==> src/sv/zttc_pkg.sv <==
// shared constants and helper functions for the zero trim caseless compare block
`timescale 1ns / 1ps

package zttc_pkg;

    // byte codes used in normalization
    localparam logic [7:0] SPACE_CHAR  = 8'h20;
    localparam logic [7:0] ZERO_CHAR   = 8'h30;
    localparam logic [7:0] LOWER_A     = 8'h61;
    localparam logic [7:0] LOWER_Z     = 8'h7a;
    localparam logic [7:0] CASE_OFFSET = 8'd32;

    // result order codes
    localparam logic [1:0] ORDER_EQUAL   = 2'd0;
    localparam logic [1:0] ORDER_LESS    = 2'd1;
    localparam logic [1:0] ORDER_GREATER = 2'd2;

    // register index of the pad mode register
    localparam logic REG_PAD_SPACE = 1'b0;

    // ascii uppercase of one byte
    function automatic logic [7:0] up_ascii(input logic [7:0] c);
        logic [7:0] r;
        r = c;
        if (c >= LOWER_A && c <= LOWER_Z)
        begin
            r = c - CASE_OFFSET;
        end
        return r;
    endfunction

    // byte dropped while no significant byte has been seen
    function automatic logic is_lead_skip(input logic [7:0] c);
        return (c == ZERO_CHAR) || (c == SPACE_CHAR);
    endfunction

endpackage

==> src/sv/zttc_ram.sv <==
// generic simple dual port ram with registered read
`timescale 1ns / 1ps

module zttc_ram #(
    parameter int WIDTH = 8,
    parameter int DEPTH = 256
) (
    input  logic                                      clk,
    input  logic                                      we,
    input  logic [(DEPTH > 1 ? $clog2(DEPTH) : 1)-1:0] waddr,
    input  logic [WIDTH-1:0]                          wdata,
    input  logic                                      re,
    input  logic [(DEPTH > 1 ? $clog2(DEPTH) : 1)-1:0] raddr,
    output logic [WIDTH-1:0]                          rdata
);

    logic [WIDTH-1:0] mem_reg [DEPTH];

    // write port
    always_ff @(posedge clk)
    begin
        if (we)
        begin
            mem_reg[waddr] <= wdata;
        end
    end

    // registered read port, holds when not enabled
    always_ff @(posedge clk)
    begin
        if (re)
        begin
            rdata <= mem_reg[raddr];
        end
    end

endmodule

==> src/sv/zero_trim_caseless_compare_core.sv <==
// top level of the zero trim caseless string comparator
`timescale 1ns / 1ps

// Compares two byte strings after trimming leading '0' and space bytes, and
// trailing spaces when pad_space is set, ignoring ascii letter case.
// Input stream s_*: tuser selects the string (0 first, 1 second), tdata holds
// the byte and a no-byte flag, tlast on the second string ends the pair.
// Bytes of the first string go into a MAX_LEN byte buffer ram; each byte of
// the second string reads the matching entry and compares it in stage s1.
// Output stream m_*: one item per pair, loaded via the compare stage into the
// output register once the item ending the second string is accepted; it
// holds the order code and an overflow flag for strings longer than MAX_LEN
// after leading trim. Throughput is one input item per cycle while no result
// is blocked at the output, set by the single buffer port pair (one write or
// one read per item). After a result item all pair state is cleared and the
// next pair may follow in the next cycle. Reset clears all control state and
// pad_space; buffer contents are not cleared and need no clearing pass. When
// the receiver stalls, one result waits in the output register; s_tready
// drops only while a second result is ready behind it.
// APB port: register 0 (byte address 0) is pad_space in bit 0.
module zero_trim_caseless_compare_core
    import zttc_pkg::*;
#(
    parameter int MAX_LEN = 256
) (
    input  logic        clk,
    input  logic        rst_n,
    // input stream
    input  logic        s_tvalid,
    output logic        s_tready,
    input  logic [15:0] s_tdata,    // [7:0] char_byte, [8] no_byte, [15:9] zero
    input  logic        s_tuser,    // [0] mode
    input  logic        s_tlast,    // last_byte
    // output stream
    output logic        m_tvalid,
    input  logic        m_tready,
    output logic [7:0]  m_tdata,    // [1:0] order, [2] overflow, [7:3] zero
    // configuration port
    input  logic        psel,
    input  logic        penable,
    input  logic        pwrite,
    input  logic [2:0]  paddr,
    input  logic [31:0] pwdata,
    output logic [31:0] prdata,
    output logic        pready
);

    localparam int CNT_W  = $clog2(MAX_LEN + 1);
    localparam int ADDR_W = (MAX_LEN > 1) ? $clog2(MAX_LEN) : 1;
    localparam logic [CNT_W-1:0] MAX_CNT = CNT_W'(MAX_LEN);

    // configuration register
    logic pad_space_reg;

    // pair state updated at accept
    logic [CNT_W-1:0] first_count_reg, first_count_next;
    logic [CNT_W-1:0] first_sig_reg, first_sig_next;
    logic             first_started_reg, first_started_next;
    logic [CNT_W-1:0] second_count_reg, second_count_next;
    logic [CNT_W-1:0] second_sig_reg, second_sig_next;
    logic             second_started_reg, second_started_next;
    logic             overflow_reg, overflow_next;

    // compare stage
    logic             s1_valid_reg, s1_valid_next;
    logic             s1_res_reg, s1_res_next;
    logic             s1_cmp_reg, s1_cmp_next;
    logic [7:0]       s1_byte_reg;
    logic [CNT_W-1:0] s1_index_reg;
    logic [CNT_W-1:0] s1_first_sig_reg, s1_second_sig_reg;
    logic             s1_ovf_reg;

    // tentative first difference
    logic             diff_found_reg, diff_found_next;
    logic [CNT_W-1:0] diff_index_reg, diff_index_next;
    logic             diff_less_reg, diff_less_next;

    // output register
    logic             out_valid_reg, out_valid_next;
    logic [1:0]       out_order_reg, out_order_next;
    logic             out_ovf_reg, out_ovf_next;

    // ram ports
    logic              ram_we, ram_re;
    logic [ADDR_W-1:0] ram_waddr, ram_raddr;
    logic [7:0]        ram_rdata;

    logic       accept, s1_move, cmp_hit;
    logic       in_mode, in_none, in_last;
    logic [7:0] in_byte, a_up, b_up;
    logic       keep_first, keep_second;

    assign in_byte = s_tdata[7:0];
    assign in_none = s_tdata[8];
    assign in_mode = s_tuser;
    assign in_last = s_tlast;

    // apb port
    assign pready = 1'b1;
    assign prdata = (paddr[2] == REG_PAD_SPACE) ? {31'd0, pad_space_reg} : 32'd0;

    always_ff @(posedge clk or negedge rst_n)
    begin
        if (!rst_n)
        begin
            pad_space_reg <= 1'b0;
        end
        else if (psel && penable && pwrite && paddr[2] == REG_PAD_SPACE)
        begin
            pad_space_reg <= pwdata[0];
        end
    end

    // handshakes
    assign s1_move  = s1_valid_reg && (!s1_res_reg || !out_valid_reg || m_tready);
    assign s_tready = !s1_valid_reg || s1_move;
    assign accept   = s_tvalid && s_tready;

    // bytes kept after leading trim
    assign keep_first  = accept && !in_mode && !in_none
                         && (first_started_reg || !is_lead_skip(in_byte));
    assign keep_second = accept && in_mode && !in_none
                         && (second_started_reg || !is_lead_skip(in_byte));

    // buffer access: first string writes, second string reads
    assign ram_we    = keep_first && (first_count_reg < MAX_CNT);
    assign ram_waddr = first_count_reg[ADDR_W-1:0];
    assign ram_re    = keep_second && (second_count_reg < MAX_CNT);
    assign ram_raddr = second_count_reg[ADDR_W-1:0];

    zttc_ram #(
        .WIDTH (8),
        .DEPTH (MAX_LEN)
    ) u_first_buf (
        .clk   (clk),
        .we    (ram_we),
        .waddr (ram_waddr),
        .wdata (in_byte),
        .re    (ram_re),
        .raddr (ram_raddr),
        .rdata (ram_rdata)
    );

    // count and length update at accept
    always_comb
    begin
        first_count_next    = first_count_reg;
        first_sig_next      = first_sig_reg;
        first_started_next  = first_started_reg;
        second_count_next   = second_count_reg;
        second_sig_next     = second_sig_reg;
        second_started_next = second_started_reg;
        overflow_next       = overflow_reg;
        if (keep_first)
        begin
            first_started_next = 1'b1;
            if (first_count_reg >= MAX_CNT)
            begin
                overflow_next = 1'b1;
            end
            else
            begin
                first_count_next = first_count_reg + 1'b1;
                if (!pad_space_reg || in_byte != SPACE_CHAR)
                begin
                    first_sig_next = first_count_reg + 1'b1;
                end
            end
        end
        if (keep_second)
        begin
            second_started_next = 1'b1;
            if (second_count_reg >= MAX_CNT)
            begin
                overflow_next = 1'b1;
            end
            else
            begin
                second_count_next = second_count_reg + 1'b1;
                if (!pad_space_reg || in_byte != SPACE_CHAR)
                begin
                    second_sig_next = second_count_reg + 1'b1;
                end
            end
        end
    end

    // compare stage control
    always_comb
    begin
        s1_valid_next = s1_valid_reg && !s1_move;
        s1_res_next   = s1_res_reg;
        s1_cmp_next   = s1_cmp_reg;
        if (accept)
        begin
            s1_valid_next = 1'b1;
            s1_res_next   = in_mode && in_last;
            s1_cmp_next   = ram_re && (second_count_reg < first_sig_reg);
        end
    end

    always_ff @(posedge clk or negedge rst_n)
    begin
        if (!rst_n)
        begin
            first_count_reg    <= '0;
            first_sig_reg      <= '0;
            first_started_reg  <= 1'b0;
            second_count_reg   <= '0;
            second_sig_reg     <= '0;
            second_started_reg <= 1'b0;
            overflow_reg       <= 1'b0;
            s1_valid_reg       <= 1'b0;
            s1_res_reg         <= 1'b0;
            s1_cmp_reg         <= 1'b0;
        end
        else
        begin
            s1_valid_reg <= s1_valid_next;
            s1_res_reg   <= s1_res_next;
            s1_cmp_reg   <= s1_cmp_next;
            if (accept && in_mode && in_last)
            begin
                // pair ends: counters restart for the next pair
                first_count_reg    <= '0;
                first_sig_reg      <= '0;
                first_started_reg  <= 1'b0;
                second_count_reg   <= '0;
                second_sig_reg     <= '0;
                second_started_reg <= 1'b0;
                overflow_reg       <= 1'b0;
            end
            else
            begin
                first_count_reg    <= first_count_next;
                first_sig_reg      <= first_sig_next;
                first_started_reg  <= first_started_next;
                second_count_reg   <= second_count_next;
                second_sig_reg     <= second_sig_next;
                second_started_reg <= second_started_next;
                overflow_reg       <= overflow_next;
            end
        end
    end

    // compare stage payload
    always_ff @(posedge clk)
    begin
        if (accept)
        begin
            s1_byte_reg       <= in_byte;
            s1_index_reg      <= second_count_reg;
            s1_first_sig_reg  <= first_sig_next;
            s1_second_sig_reg <= second_sig_next;
            s1_ovf_reg        <= overflow_next;
        end
    end

    // difference tracking and result
    assign a_up    = up_ascii(ram_rdata);
    assign b_up    = up_ascii(s1_byte_reg);
    assign cmp_hit = s1_cmp_reg && !diff_found_reg && (a_up != b_up);

    always_comb
    begin
        diff_found_next = diff_found_reg;
        diff_index_next = diff_index_reg;
        diff_less_next  = diff_less_reg;
        out_valid_next  = out_valid_reg && !m_tready;
        out_order_next  = out_order_reg;
        out_ovf_next    = out_ovf_reg;
        if (s1_move)
        begin
            if (cmp_hit)
            begin
                diff_found_next = 1'b1;
                diff_index_next = s1_index_reg;
                diff_less_next  = a_up < b_up;
            end
            if (s1_res_reg)
            begin
                out_valid_next = 1'b1;
                out_ovf_next   = s1_ovf_reg;
                if (s1_first_sig_reg != s1_second_sig_reg)
                begin
                    out_order_next = (s1_first_sig_reg < s1_second_sig_reg)
                                     ? ORDER_LESS : ORDER_GREATER;
                end
                else if (diff_found_next && diff_index_next < s1_second_sig_reg)
                begin
                    out_order_next = diff_less_next ? ORDER_LESS : ORDER_GREATER;
                end
                else
                begin
                    out_order_next = ORDER_EQUAL;
                end
                diff_found_next = 1'b0;
                diff_index_next = '0;
                diff_less_next  = 1'b0;
            end
        end
    end

    always_ff @(posedge clk or negedge rst_n)
    begin
        if (!rst_n)
        begin
            diff_found_reg <= 1'b0;
            diff_index_reg <= '0;
            diff_less_reg  <= 1'b0;
            out_valid_reg  <= 1'b0;
        end
        else
        begin
            diff_found_reg <= diff_found_next;
            diff_index_reg <= diff_index_next;
            diff_less_reg  <= diff_less_next;
            out_valid_reg  <= out_valid_next;
        end
    end

    always_ff @(posedge clk)
    begin
        out_order_reg <= out_order_next;
        out_ovf_reg   <= out_ovf_next;
    end

    assign m_tvalid = out_valid_reg;
    assign m_tdata  = {5'd0, out_ovf_reg, out_order_reg};

    // counters never pass the buffer size
    assert property (@(posedge clk) disable iff (!rst_n)
        first_count_reg <= MAX_CNT && second_count_reg <= MAX_CNT)
        else $error("pair counter beyond buffer size");

    // normalized length never exceeds the kept count
    assert property (@(posedge clk) disable iff (!rst_n)
        first_sig_reg <= first_count_reg && second_sig_reg <= second_count_reg)
        else $error("normalized length beyond kept count");

    // input stalls only when a result is blocked behind a stalled output
    assert property (@(posedge clk) disable iff (!rst_n)
        !s_tready |-> (s1_valid_reg && s1_res_reg && out_valid_reg && !m_tready))
        else $error("input stalled without a blocked result");

    // an accepted end of the second string reaches the compare stage as a result
    assert property (@(posedge clk) disable iff (!rst_n)
        (accept && in_mode && in_last) |=> (s1_valid_reg && s1_res_reg))
        else $error("end of pair lost before compare stage");

    // a moving result always lands in the output register
    assert property (@(posedge clk) disable iff (!rst_n)
        (s1_move && s1_res_reg) |=> (out_valid_reg && !diff_found_reg))
        else $error("result not loaded or difference not cleared");

endmodule

==> config.mk <==
export PLATFORM = sky130hd
export DESIGN_NAME = zero_trim_caseless_compare_core
export DESIGN_NICKNAME = d
export VERILOG_FILES = /design/src/sv/zttc_pkg.sv /design/src/sv/zttc_ram.sv /design/src/sv/zero_trim_caseless_compare_core.sv
export SDC_FILE = /design/constraint.sdc
export NUM_CORES = 2
export LEC_CHECK = 0
export BUFFER_PORTS_ARGS = -buffer_cell sky130_fd_sc_hd__buf_4
export CORE_UTILIZATION = 55
export CTS_CLUSTER_DIAMETER = 50
export CTS_CLUSTER_SIZE = 8
export DETAILED_ROUTE_END_ITERATION = 8
export GPL_TIMING_DRIVEN = 1
export HOLD_SLACK_MARGIN = 0.12
export PLACE_DENSITY = 0.8
export SYNTH_ARGS = -nofsm -noshare
export SYNTH_HDL_FRONTEND = slang
export SYNTH_SLANG_ARGS = --single-unit
==> constraint.sdc <==
create_clock -name clk -period 6 [get_ports clk]
set_input_delay 0.9 -clock clk [delete_from_list [all_inputs] [get_ports clk]]
set_output_delay 0.9 -clock clk [all_outputs]
set_load 0.02 [all_outputs]
Word level (Yosys, flattened, before mapping)
Memories as Yosys holds them, arrays and structs flattened. A register that Yosys moved wholly into a read port is not among the register bits.
Index checks and enable logic that the tools add are counted.
Cells by class
  $add $sub $neg: 4
  $lt $le $gt $ge: 12
  equality and inequality tests: 7
  multiplexer cells: 44
  bitwise operators: 1
  reductions and logical operators: 45
Operators with widths (count)
  2-to-1 mux 9 bit: 17
  < comparator 9 bit: 3
  logical AND 1 bit: 23
  2-to-1 mux 1 bit: 21
  adder 9 x 1 -> 9 bit, second input constant: 2
  greater-or-equal comparator 9 bit, second input constant: 2
  < comparator 9 bit, second input constant: 2
  equality test 8 x 6 -> 1 bit, second input constant: 2
  greater-or-equal comparator 8 x 7 -> 1 bit, second input constant: 2
  less-or-equal comparator 8 x 7 -> 1 bit, second input constant: 2
  2-to-1 mux 8 bit: 2
  subtractor 8 x 6 -> 8 bit, second input constant: 2
  zero test 1 bit: 10
  != test 9 bit: 1
  < comparator 8 bit: 1
  2-to-1 mux 2 bit: 4
  != test 8 x 6 -> 1 bit, second input constant: 1
  != test 8 bit: 1
  logical OR 1 bit: 7
  AND reduction 2 bit: 3
  != test 2 x 1 -> 1 bit, second input constant: 2
  nonzero test 2 bit: 2
  NOT 1 bit: 1
Word-level totals
  flip-flop bits (word level): 94
  bits in writable memories: 2048
  input port bits: 60
  output and inout port bits: 43
  word-level logic and storage cells: 136
  memories kept: 1
Memory list
  u_first_buf.mem_reg: depth 256, width 8, rd ports 1, clocked after memory_dff 1, write ports 1, line zttc_ram.sv:17  | logic [WIDTH-1:0] mem_reg [DEPTH];

Longest topological paths before layout
  depth after elaboration: 13
  gate-level depth with buffers: 19
  mapped depth without buffers: 18

Modules after synthesis
Synthesis repeated with hierarchy kept, for this count alone.
Unflattened totals
  cell total of the unflattened synthesis: 4225
  area, all modules: 84830.1 sq um
By module, submodules not included
  zttc_ram: times used 1, cells each 3733, area an instance 79636.4 sq um
  zero_trim_caseless_compare_core: times used 1, cells each 492, area an instance 5193.7 sq um

Worst setup path before layout
Ideal clock, no wire load.
  kind: reg-to-reg
  from: register u_first_buf.rdata[4] (read register of u_first_buf.mem_reg)
  to: register out_order_reg[0], data pin
  library setup time: 0.154 ns
  data arrival time: 3.698 ns
  slack: 2.147 ns
  cell stages (with the launch flop): 19
  path buffers: 1
  path through: edfxtp_1 or4_1 o22ai_1 nor4_1 a21o_1 ha_1 nand4_1 o21ai_0 nand2b_1 clkbuf_1 nand2_1 nand2_1 ha_1 a21o_1 a21o_1 a221oi_1 nand2_1 o211ai_1 a21boi_0
On the way
  longest elaborated chain between the ends: 11
Ends and longest elaborated chain
  from (decl): line zttc_ram.sv:14  | output logic [WIDTH-1:0] rdata
  greater-or-equal comparator 8 x 7 -> 1 bit / less-or-equal comparator 8 x 7 -> 1 bit (equally long branches): line zttc_pkg.sv:25  | if (c >= LOWER_A && c <= LOWER_Z)
  logical AND 1 bit: line zttc_pkg.sv:25
  2-to-1 mux 8 bit *: line zttc_pkg.sv:25
  != test 8 bit: line zero_trim_caseless_compare_core.sv:262  | assign cmp_hit = s1_cmp_reg && !diff_found_reg && (a_up != b_up);
  logical AND 1 bit: line zero_trim_caseless_compare_core.sv:262
  2-to-1 mux 9 bit: line zero_trim_caseless_compare_core.sv:274  | if (cmp_hit)
  2-to-1 mux 9 bit: line zero_trim_caseless_compare_core.sv:272  | if (s1_move)
  < comparator 9 bit: line zero_trim_caseless_compare_core.sv:289  | else if (diff_found_next && diff_index_next < s1_second_sig_reg)
  logical AND 1 bit: line zero_trim_caseless_compare_core.sv:289
  2-to-1 mux 2 bit *: line zero_trim_caseless_compare_core.sv:289
  2-to-1 mux 2 bit *: line zero_trim_caseless_compare_core.sv:284  | if (s1_first_sig_reg != s1_second_sig_reg)
  to (signal assigned): line zero_trim_caseless_compare_core.sv:324  | out_order_reg <= out_order_next;
  to (decl): line zero_trim_caseless_compare_core.sv:80  | logic [1:0] out_order_reg, out_order_next;
Every way passes the cells marked *; elsewhere a longest branch is shown, timed or not. The select of a mux whose other input is x is not followed.
A chain may end at the register's enable or synchronous reset.

Worst setup path after layout
  from: register second_count_reg[0]
  to: register u_first_buf.rdata[2] (read register of u_first_buf.mem_reg), data pin
On the way
  longest elaborated chain between the ends: 2
Ends and longest elaborated chain
  from (decl): line zero_trim_caseless_compare_core.sv:59  | logic [CNT_W-1:0] second_count_reg, second_count_next;
  from (signal assigned): line zero_trim_caseless_compare_core.sv:238  | second_count_reg <= second_count_next;
  < comparator 9 bit: line zero_trim_caseless_compare_core.sv:128  | assign ram_re = keep_second && (second_count_reg < MAX_CNT);
  logical AND 1 bit: line zero_trim_caseless_compare_core.sv:128
Parallel ways exist; a longest one is shown, timed or not.

==> implementation parameters <==
Parameter                              Value

Synthesis
  Synthesized area per cell    between 15 and 20 um2
  Post-synthesis adder-cell area fraction    less than 1%
  Cell count after synthesis    ~4400
  Yosys warnings    0
  Post-synthesis share of cell area spent on xor and xnor gates    less than 1%
  Synthesized cell area    around 85000 um2
  Most instantiated flip-flop cell in the synthesis netlist    edfxtp_1
  Area share of and/or/nand/nor cells after synthesis    around 3.5%
  Number of synthesized register bits    2150
  Sequential area share after synthesis    approximately 76%
  Largest family of logic cells by synthesized area    multiplexers
  Fraction of registers with async set/reset    under 10%
  Number of library cell types mapped by synthesis    78
  Mux share of post-synthesis cell area    roughly 14%
  Number of synthesized flops with an enable pin    2095
  Synthesized-area fraction occupied by ao, oa, aoi and oai cells    4.068%

Floorplanning
  Initial Utilization    a little under three fifths
  Boundary pin count    103
  Number of placement rows    ~140
  Die height    approximately 400 um
  Area of the die    ~160000 um2
  Die extent in x    around 400 um
  Floorplan core area    ~150000 um2

Pwr
  Comb pwr share    roughly 16%
  Total power per unit cell area    about 400 nW/um2
  Switching power    0.009801 W
  Total power    0.03860 W
  Clock network fraction of design power    40.5%
  Sequential Power Share    a little over two fifths
  Internal    roughly 0.029 W
  Leakage power    30.31 nW
  Highest ir drop seen on vdd    around 380 uV
  Switching share of power    around 25%

Route
  Number of detailed-route iterations in the first pass    9
  Mean routed wirelength per cell    approximately 36 um
  Total Wirelength    between 200 and 250 mm
  Count of unresolved DRC violations after routing    26
  Violation count after the first detailed-route iteration    8508
  Metal1 wirelength    a little under 80 mm
  Routed via count    approximately 48000
  Met3 wire length    roughly 35 mm
  Post-route antenna net violation count    0
  Top metal layer carrying routed signals    met5
  Via-to-Cell Ratio    slightly above 7
  Routed wl met2    107.0 mm

Worst setup path
  Crit path largest cell delay    between 1 and 1.5 ns
  Category of the worst setup path launch point    register
  Library cell appearing most often on the critical path    o21ai_0
  Critical path data required time    approximately 6.6 ns
  Crit path max fanout    35
  Endpoint type of the worst setup path    register
  Type of the setup path with the least slack    reg -> reg
  Cells along the critical path    clkinv_1 > mux2i_1 > o21ai_0 > a21oi_1 > o21ai_0 > o311ai_1 > o32ai_1
  CP arrival    between 5 and 6 ns
  CP max-delay cell    dfrtp_4

Final layout
  Seq. cell area    between 60000 and 70000 um2
  Filler cell count    around 9600
  Layout cells sized above 1    21.41%
  Most common cell after layout, fill and taps aside    edfxtp_1
  Final net count    approximately 4700
  Max FFs per register    between 2000 and 2500
  Total area of multi-input combinational cells    18970 um2
  Commonest cells after routing, fill and taps aside    2095 x edfxtp_1, 429 x mux4_2, 338 x nor2_1
  Area growth from synthesis to final layout    12.82%

Placement
  Worst slack at placement    0.8979 ns
  HPWL after detailed placement    roughly 130 mm
  Number of I/O port buffers    25
  Placer congestion estimate    0.9314

Clock network
  Sink count of the clock tree    ~2200
  Cts repair resizes    0
  Clock insertion delay at the later pin of the skew report    between 0.9 and 1 ns
  Number of buffers on the longest clock path    4
  Clock edge transition at the registers on the reported setup and hold paths    around 0.05 ns
  Clock tree from TritonCTS    yes
  Max H-tree Level    5
  Clock tree root driver cell    clkbuf_16
  Num CTS Buffers    between 300 and 400

Run status
  Result of the run    complete, but fails checks
  Violations in the final reports    design-rule violations

Global routing
  Largest net degree at the start of global routing    roughly 130
  Antenna violations before repair    14
  Via count of the first global-routing pass    roughly 48000
  First-pass GRT wire length    about 340 mm
  Overall Global Routing Usage    30.34%
  Overall overflow remaining after global route    0

STA
  Hold violation count in the final report    0
  Min Hold Slack    between 0.2 and 0.25 ns
  Unrepaired setup endpoints after global routing    no
  Least-Margin Pin Slew    1.371 ns
  Final setup skew    just under 0.08 ns
  Headroom to the max-slew limit    approximately 7.4%
  Fmax    ~0.21 GHz
  Total count of max-transition violations in the final report    0
  Ratio of final minimum period to clock period    between 80 and 90%
  Total Negative Setup Slacks    0 ns
  Number of failing setup endpoints in the final timing report    0
  Clock period minus final worst setup slack    4.866 ns
  Final worst setup slack    approximately 1.1 ns

Job
  Max-cap violation count    0

Hold path
  Path category of the worst min-delay check    in -> reg
## critical path: cells and delay by family, from the launching register on
kind	cells	cell delay [ns]
AOI/OAI and AO/OA	5	2.03
buffers and inverters	1	0.95
DFF	1	1.01
muxes	1	0.48
## area by class of cell
cell class                 count  area share [%]
sequential                  2150           67.03
clock buffer                 359           8.675
antenna                       14         0.03652
inverter                      41          0.1604
clock inverter                 8         0.08086
timing repair buffer         175           1.594
multi-input combinational   1900           19.78
tap                         2030           2.647
## cell usage after synthesis (9+ instances only)
cell      count  share of area, %
nand3_1      42              0.25
nand4_1      17              0.13
buf_4        59              0.52
nor2_1      340               1.5
nor2b_1      20              0.15
nand2_1     157              0.69
o221ai_1     19              0.20
mux2i_1     171               2.0
xnor2_1      13              0.13
buf_2        72              0.42
edfxtp_1   2095                74
buf_6        30              0.40
mux2_2       26              0.34
nand2b_1     12             0.088
nor3_1       18              0.11
a32oi_1       9             0.093
a221oi_1     29              0.30
mux4_2      429                11
a21oi_1      88              0.52
o211ai_1     13              0.11
clkbuf_1    115              0.51
o21ai_0      66              0.39
a22o_1       24              0.25
a31oi_1      14              0.10
inv_1        36              0.16
o22ai_1      40              0.29
ha_1         41              0.60
dfrtp_1      55               1.6
a21o_1       12              0.11
and2_1       28              0.21
a211oi_1     50              0.44
a22oi_1      74              0.65
## final timing paths
check	startpoint	end	slack [ns]	cells after the start
worst max-delay path	second_count_reg[0]$_DFFE_PN0P_	u_first_buf.rdata[2]$_DFFE_PP_	1.13	7
worst min-delay path	m_tready	m_tvalid$_DFF_PN0_	0.22	2
worst max register to register	second_count_reg[0]$_DFFE_PN0P_	u_first_buf.rdata[2]$_DFFE_PP_	1.13	7
worst min register to register	s1_ovf_reg$_DFFE_PP_	out_ovf_reg$_DFFE_PP_	0.45	0
max in group asynchronous	rst_n	second_count_reg[2]$_DFFE_PN0P_	4.76	2
min in group asynchronous	rst_n	m_tvalid$_DFF_PN0_	0.60	2
## what timing repair did
action	in CTS	in global routing
endpoints found under the hold margin	48	0
hold buffers	1	0
buffers inserted	0	0
## stage by stage
stage	instance area (um2)	instances	util, %
floorplan	85170	4385	-
global placement	87490	6295	57.33
detailed placement	87490	6295	57.33
CTS	95900	6663	62.84
global route	95910	6665	62.84
finish	95940	6677	62.86
## per-layer routing
metal  global-route usage, %  vias to the layer above
met2                   44.67                     4623
met3                   10.74                     1088
li1                        -                    18068
met4                   18.85                        8
met5                 0.03079                        -
met1                   38.73                    23847
## cells by family (layout without fill, tap and decap cells)
logic type                 after synthesis  after routing
muxes                                  630            630
and+or+nand+nor                        681            681
adders and majority gates               41             41
AOI/OAI and AO/OA                      497            497
buffers and inverters                  335            583
xor gates and xnor gates                14             14
other                                    2             51
DFF                                   2150           2150
## power groups by stage
stage | registers (W) | clock network, W | logic [W]
after global routing | 0.0168 | 0.0162 | 0.00636
after floorplan | 0.0169 | 0 | 0.00435
final | 0.0168 | 0.0156 | 0.00617
after detailed placement | 0.0171 | 0 | 0.00595
after global placement | 0.0171 | 0 | 0.00585
after CTS | 0.0168 | 0.0156 | 0.00606
No activity file was read; power rests on OpenSTA's default activity.
